File: config.mk
export PLATFORM = sky130hd
export DESIGN_NAME = arpc_cell
export DESIGN_NICKNAME = d
export VERILOG_FILES = /design/src/rtl/core/arpc_pkg.sv /design/src/rtl/core/arpc_cell.sv
export SDC_FILE = /design/constraint.sdc
export NUM_CORES = 1
export LEC_CHECK = 0
export ABC_AREA = 1
export BUFFER_PORTS_ARGS = -buffer_cell sky130_fd_sc_hd__buf_2
export CORE_MARGIN = 1
export CORE_UTILIZATION = 52
export DETAILED_ROUTE_END_ITERATION = 8
export GPL_ROUTABILITY_DRIVEN = 0
export PLACE_DENSITY = 0.86
export SYNTH_ARGS = -nofsm -noshare
export SYNTH_HDL_FRONTEND = slang
export SYNTH_SLANG_ARGS = --single-unit
File: constraint.sdc
create_clock -name clk -period 9 [get_ports clk]
set_input_delay 0.9 -clock clk [delete_from_list [all_inputs] [get_ports clk]]
set_output_delay 0.9 -clock clk [all_outputs]
set_load 0.005 [all_outputs]
File: src/rtl/core/arpc_pkg.sv
package arpc_pkg;

	// Table size used when the top level is not overridden.
	localparam int unsigned CACHE_ENTRIES_DEFAULT = 32;

	// ARP header checks for IPv4 over Ethernet.
	localparam int unsigned ETH_HEADER_BYTES = 14;
	localparam int unsigned ARP_BODY_BYTES   = 28;
	localparam logic [10:0] MIN_FRAME_BYTES  = 11'(ETH_HEADER_BYTES + ARP_BODY_BYTES);
	localparam logic [15:0] HW_ETHERNET      = 16'h0001;
	localparam logic [15:0] PROTO_IPV4       = 16'h0800;
	localparam logic [15:0] ETHERTYPE_ARP    = 16'h0806;
	localparam logic [7:0]  HW_LEN_ETHERNET  = 8'd6;
	localparam logic [7:0]  PROTO_LEN_IPV4   = 8'd4;
	localparam logic [15:0] OP_REQUEST       = 16'd1;
	localparam logic [15:0] OP_REPLY         = 16'd2;

	// Commands.
	localparam logic CMD_LOOKUP = 1'b0;
	localparam logic CMD_FRAME  = 1'b1;

	// Configuration register indexes.
	localparam logic REG_OWN_IP  = 1'b0;
	localparam logic REG_OWN_MAC = 1'b1;

	// Frame status codes.
	typedef logic [2:0] frame_status_t;
	localparam frame_status_t STATUS_LOOKUP        = 3'd0;
	localparam frame_status_t STATUS_DROPPED       = 3'd1;
	localparam frame_status_t STATUS_REPLY_LEARNED = 3'd2;
	localparam frame_status_t STATUS_REQ_LEARNED   = 3'd3;
	localparam frame_status_t STATUS_REPLY_DUE     = 3'd4;

	// Search token that travels down the row of cache cells.
	typedef struct packed {
		logic        active;
		logic        learn;
		logic [31:0] key;
		logic [47:0] mac;
		logic        found;
		logic        placed;
		logic [47:0] hit_mac;
	} token_t;

endpackage

File: src/rtl/core/arpc_cell.sv
// One cache entry. A token passing through compares against the entry,
// refreshes it on a learned match, or claims it if it is the first free slot.
module arpc_cell (
	input  logic              clk,
	input  logic              arst_n,
	input  arpc_pkg::token_t  tok_in,
	output arpc_pkg::token_t  tok_out
);

	logic             valid_q;
	logic [31:0]      ip_q;
	logic [47:0]      mac_q;
	logic             active_q;
	logic             learn_q;
	logic [31:0]      key_q;
	logic [47:0]      tmac_q;
	logic             found_q;
	logic             placed_q;
	logic [47:0]      hit_mac_q;
	logic             match;
	logic             claim;

	// Slots fill in order, so the first free cell a token meets means the
	// key is in none of the cells after it either.
	assign match = tok_in.active && valid_q && (ip_q == tok_in.key) &&
		(tok_in.key != '0) && !tok_in.found;
	assign claim = tok_in.active && !valid_q && tok_in.learn &&
		!tok_in.found && !tok_in.placed;

	always_ff @(posedge clk or negedge arst_n) begin
		if (!arst_n) begin
			valid_q  <= 1'b0;
			active_q <= 1'b0;
		end else begin
			active_q <= tok_in.active;
			if (claim) begin
				valid_q <= 1'b1;
			end
		end
	end

	always_ff @(posedge clk) begin
		learn_q   <= tok_in.learn;
		key_q     <= tok_in.key;
		tmac_q    <= tok_in.mac;
		found_q   <= tok_in.found || match;
		placed_q  <= tok_in.placed || claim;
		hit_mac_q <= match ? mac_q : tok_in.hit_mac;
		if (claim) begin
			ip_q  <= tok_in.key;
			mac_q <= tok_in.mac;
		end else if (match && tok_in.learn) begin
			mac_q <= tok_in.mac;
		end
	end

	assign tok_out = '{active: active_q, learn: learn_q, key: key_q, mac: tmac_q,
		found: found_q, placed: placed_q, hit_mac: hit_mac_q};

endmodule
==> impl_metrics.py <==
metrics = {
    "outcome": {
        "status": "finished, final reports clean",
    },
    "hold_path": {
        "hp-class": "primary input to async pin",
    },
    "power": {
        "switchingPower_uw": 425,
        "power.internal_uw": 1550,
        "p_clk_frac": 0.415,
        "p_comb_frac": 0.058,
        "ir_drop_uv": 201,
        "p_seq_frac": 0.527,
        "swShare": 0.216,
        "p_leak_uw": 0.00444,
        "powerDensity_nw_per_um2": 216,
    },
    "sta": {
        "fin_crit_ns": 3.43,
        "max_freq_ghz": 0.291,
        "fin_skew_ns": 0.0147,
        "rsz0062_at_grt": "false",
        "hold_violations": 0,
        "fin_crit_sh": 0.382,
        "worst_slack_ns": 5.57,
        "finalSetupViolCount": 0,
        "finalMaxSlewViolations": 0,
        "worst_pin_slew_ns": 1.16,
        "hold_slack_ns": 0.202,
        "fin_tns_setup_ns": 0,
        "worst_slew_margin_rel": 0.225,
    },
    "layout": {
        "multi_input_area_um2": 1590,
        "fillers": 992,
        "final_net_count": 1055,
        "final_util": 0.689,
        "layout_commonest_cell": "buf_2",
        "seqCellArea_um2": 5070,
        "final_area_um2": 9120,
        "layout_common_cells": "buf_2 (265), nand2_1 (204), dfxtp_1 (131), edfxtp_1 (80), inv_1 (59)",
        "syn2layout_area_growth_pct": 29.3,
        "drive_gt1_frac": 0.356,
    },
    "route": {
        "routed_wl_mm": 16.9,
        "postRouteAntennaNets": 0,
        "drc": 0,
        "via_per_inst": 4.91,
        "num_vias": 5466,
        "drt-initial-drc-count": 503,
        "wl_per_cell_um": 15.1,
        "first_pass_iters": 6,
    },
    "placement": {
        "numPortBuffers": 265,
        "place_area_um2": 8460,
        "dp_hpwl_mm": 11.9,
        "post-place-ws_ns": 5.05,
    },
    "clock_tree": {
        "root_buffer": "clkbuf_16",
        "cts_resized": 0,
        "cts_tree": "yes",
        "cts_buffer_depth": 3,
        "cts_htree_levels": 1,
        "hold_buffers": 0,
        "cts.sinks": 213,
        "worstSkewPairLatency_ns": 0.48,
        "numCtsBuffers": 21,
        "path_clk_slew_ns": 0.06,
        "postCtsSetupBuffers": 0,
    },
    "synthesis": {
        "synth_compound_area_frac": 0.00355,
        "synth-simple-area-share": 0.216,
        "syn-num-nets": 790,
        "synth_top_family_by_area": "simple AND/OR/NAND/NOR gates",
        "ys_types": 23,
        "ys_ff_latch": 213,
        "yosysSeqAreaShare": 0.719,
        "synth_area_um2": 7060,
        "yosys_warnings": 0,
        "synthCells": 656,
        "synthAdderAreaFrac": 0,
        "synth-xor-area-share": 0.00372,
        "avgSynthCellArea_um2": 10.8,
        "synth_mux_area_frac": 0,
    },
    "grt": {
        "grt_max_degree": 53,
        "gr-total-overflow": 0,
        "grt_pass1_vias": 5152,
        "grt_antenna_before_repair": 2,
        "grt_util_all_layers": 0.235,
        "grt_pass1_wl_mm": 25.9,
    },
    "floorplanning": {
        "rows": 42,
        "die_area_um2": 14000,
        "core_um2": 13200,
        "start_util": 0.533,
        "die_x_um": 118,
        "die_h_um": 118,
        "io_pins": 266,
    },
    "setup_path": {
        "start_kind": "primary input",
        "critPathKind": "primary input to flip-flop",
        "critPathTopFamily": "buffers and inverters",
        "critPathCaptureType": "flip-flop",
        "crit_required_ns": 9.10,
        "crit_chain": "buf_2 > inv_2 > nand4_1 > nor2_2 > buf_4 > inv_1 > nand2_2",
        "max_stage_delay_ns": 0.83,
        "crit_buf_inv": 4,
        "crit_path_max_fanout": 52,
        "cp.arrival_ns": 3.53,
        "cp_slowest_cell": "nand2_2",
    },
    "run": {
        "cap_violations": 0,
    },
}
[logic make-up after synthesis]
kind of cell,after synthesis
buffers and inverters,90
XOR/XNOR,3
flip-flops,213
AO/OA/AOI/OAI,5
AND/OR/NAND/NOR,345
[state kept, by name, summed over array words and instances, names as in the netlist]
signal and flops:
found_q 1, active_q 1, tmac_q 48, learn_q 1
key_q 32, valid_q 1, placed_q 1, hit_mac_q 48
ip_q 32, mac_q 48
[routing by layer]
| metal | wire (um) | part of all wire | global-route usage | up-vias |
|---|---|---|---|---|
| met2 | 8420 | 0.50 | 0.409 | 255 |
| li1 | - | - | - | 2643 |
| met3 | 1390 | 0.082 | 0.0550 | 29 |
| met5 | 0 | 0 | 0 | - |
| met4 | 358 | 0.021 | 0.0783 | 0 |
| met1 | 6690 | 0.40 | 0.287 | 2539 |
[cell type report]
| class | instances | share of cell area |
|---|---|---|
| clock buffer | 23 | 0.0584 |
| sequential | 213 | 0.556 |
| inverter | 66 | 0.0272 |
| timing repair buffer | 266 | 0.146 |
| antenna | 2 | 0.000549 |
| tap | 176 | 0.0241 |
| clock inverter | 15 | 0.0129 |
| multi-input combinational | 353 | 0.174 |
[worst reg2reg max path, cell delays in order, from the launching register on]
cell	delay [ns]
edfxtp_1	0.41
inv_1	0.10
nand2_1	0.05
nand2_1	0.09
nand2_1	0.06
nor2_1	0.09
nand2_1	0.09
nor2_4	0.87
nand4_4	0.95
nand2_1	0.32
nand2_1	0.08
[power groups by stage]
| stage | clock network, uW | logic (uW) | registers, uW |
|---|---|---|---|
| final | 818 | 114 | 1040 |
| after global routing | 868 | 125 | 1040 |
| after CTS | 831 | 114 | 1040 |
| after detailed placement | 0 | 113 | 1060 |
| after global placement | 0 | 110 | 1060 |
| after floorplan | 0 | 29.5 | 1060 |
[synth_stat cells]
cell type | number | area share
inv_2 | 5 | 0.0027
clkinv_1 | 2 | 0.0011
nand2_2 | 21 | 0.019
nand2_1 | 205 | 0.11
dfrtp_1 | 2 | 0.0071
nor2_2 | 1 | 0.00089
nor2_1 | 55 | 0.029
inv_1 | 59 | 0.031
edfxtp_1 | 80 | 0.34
xnor2_1 | 2 | 0.0025
nor2_4 | 2 | 0.0032
clkbuf_1 | 9 | 0.0048
nand4_1 | 55 | 0.049
o21ai_0 | 3 | 0.0021
a21oi_1 | 2 | 0.0014
xor2_1 | 1 | 0.0012
dfxtp_1 | 131 | 0.37
nand3b_1 | 2 | 0.0021
nand4_2 | 1 | 0.0018
buf_2 | 4 | 0.0028
buf_6 | 6 | 0.0096
nand3_1 | 3 | 0.0021
buf_4 | 5 | 0.0053
[per-stage QoR]
| stage | total power, uW | cells |
|---|---|---|
| finish | 1970 | 1114 |
| global route | 2030 | 1113 |
| CTS | 1980 | 1112 |
| detailed placement | 1170 | 1074 |
| global placement | 1170 | 1074 |
| floorplan | 1090 | 656 |
[worst paths after layout]
path	startpoint	to	slack [ns]	cells past startpoint
max in group asynchronous	arst_n	active_q	8.70	1
hold / removal	arst_n	valid_q	0.20	1
min in group clk	mac_q[41]	hit_mac_q[41]	0.48	2
hold reg to reg	mac_q[41]	hit_mac_q[41]	0.48	2
setup / recovery	tok_in[49]	mac_q[13]	5.57	7
setup reg to reg	ip_q[28]	hit_mac_q[22]	5.79	10
(Power assumes the default switching activity.)
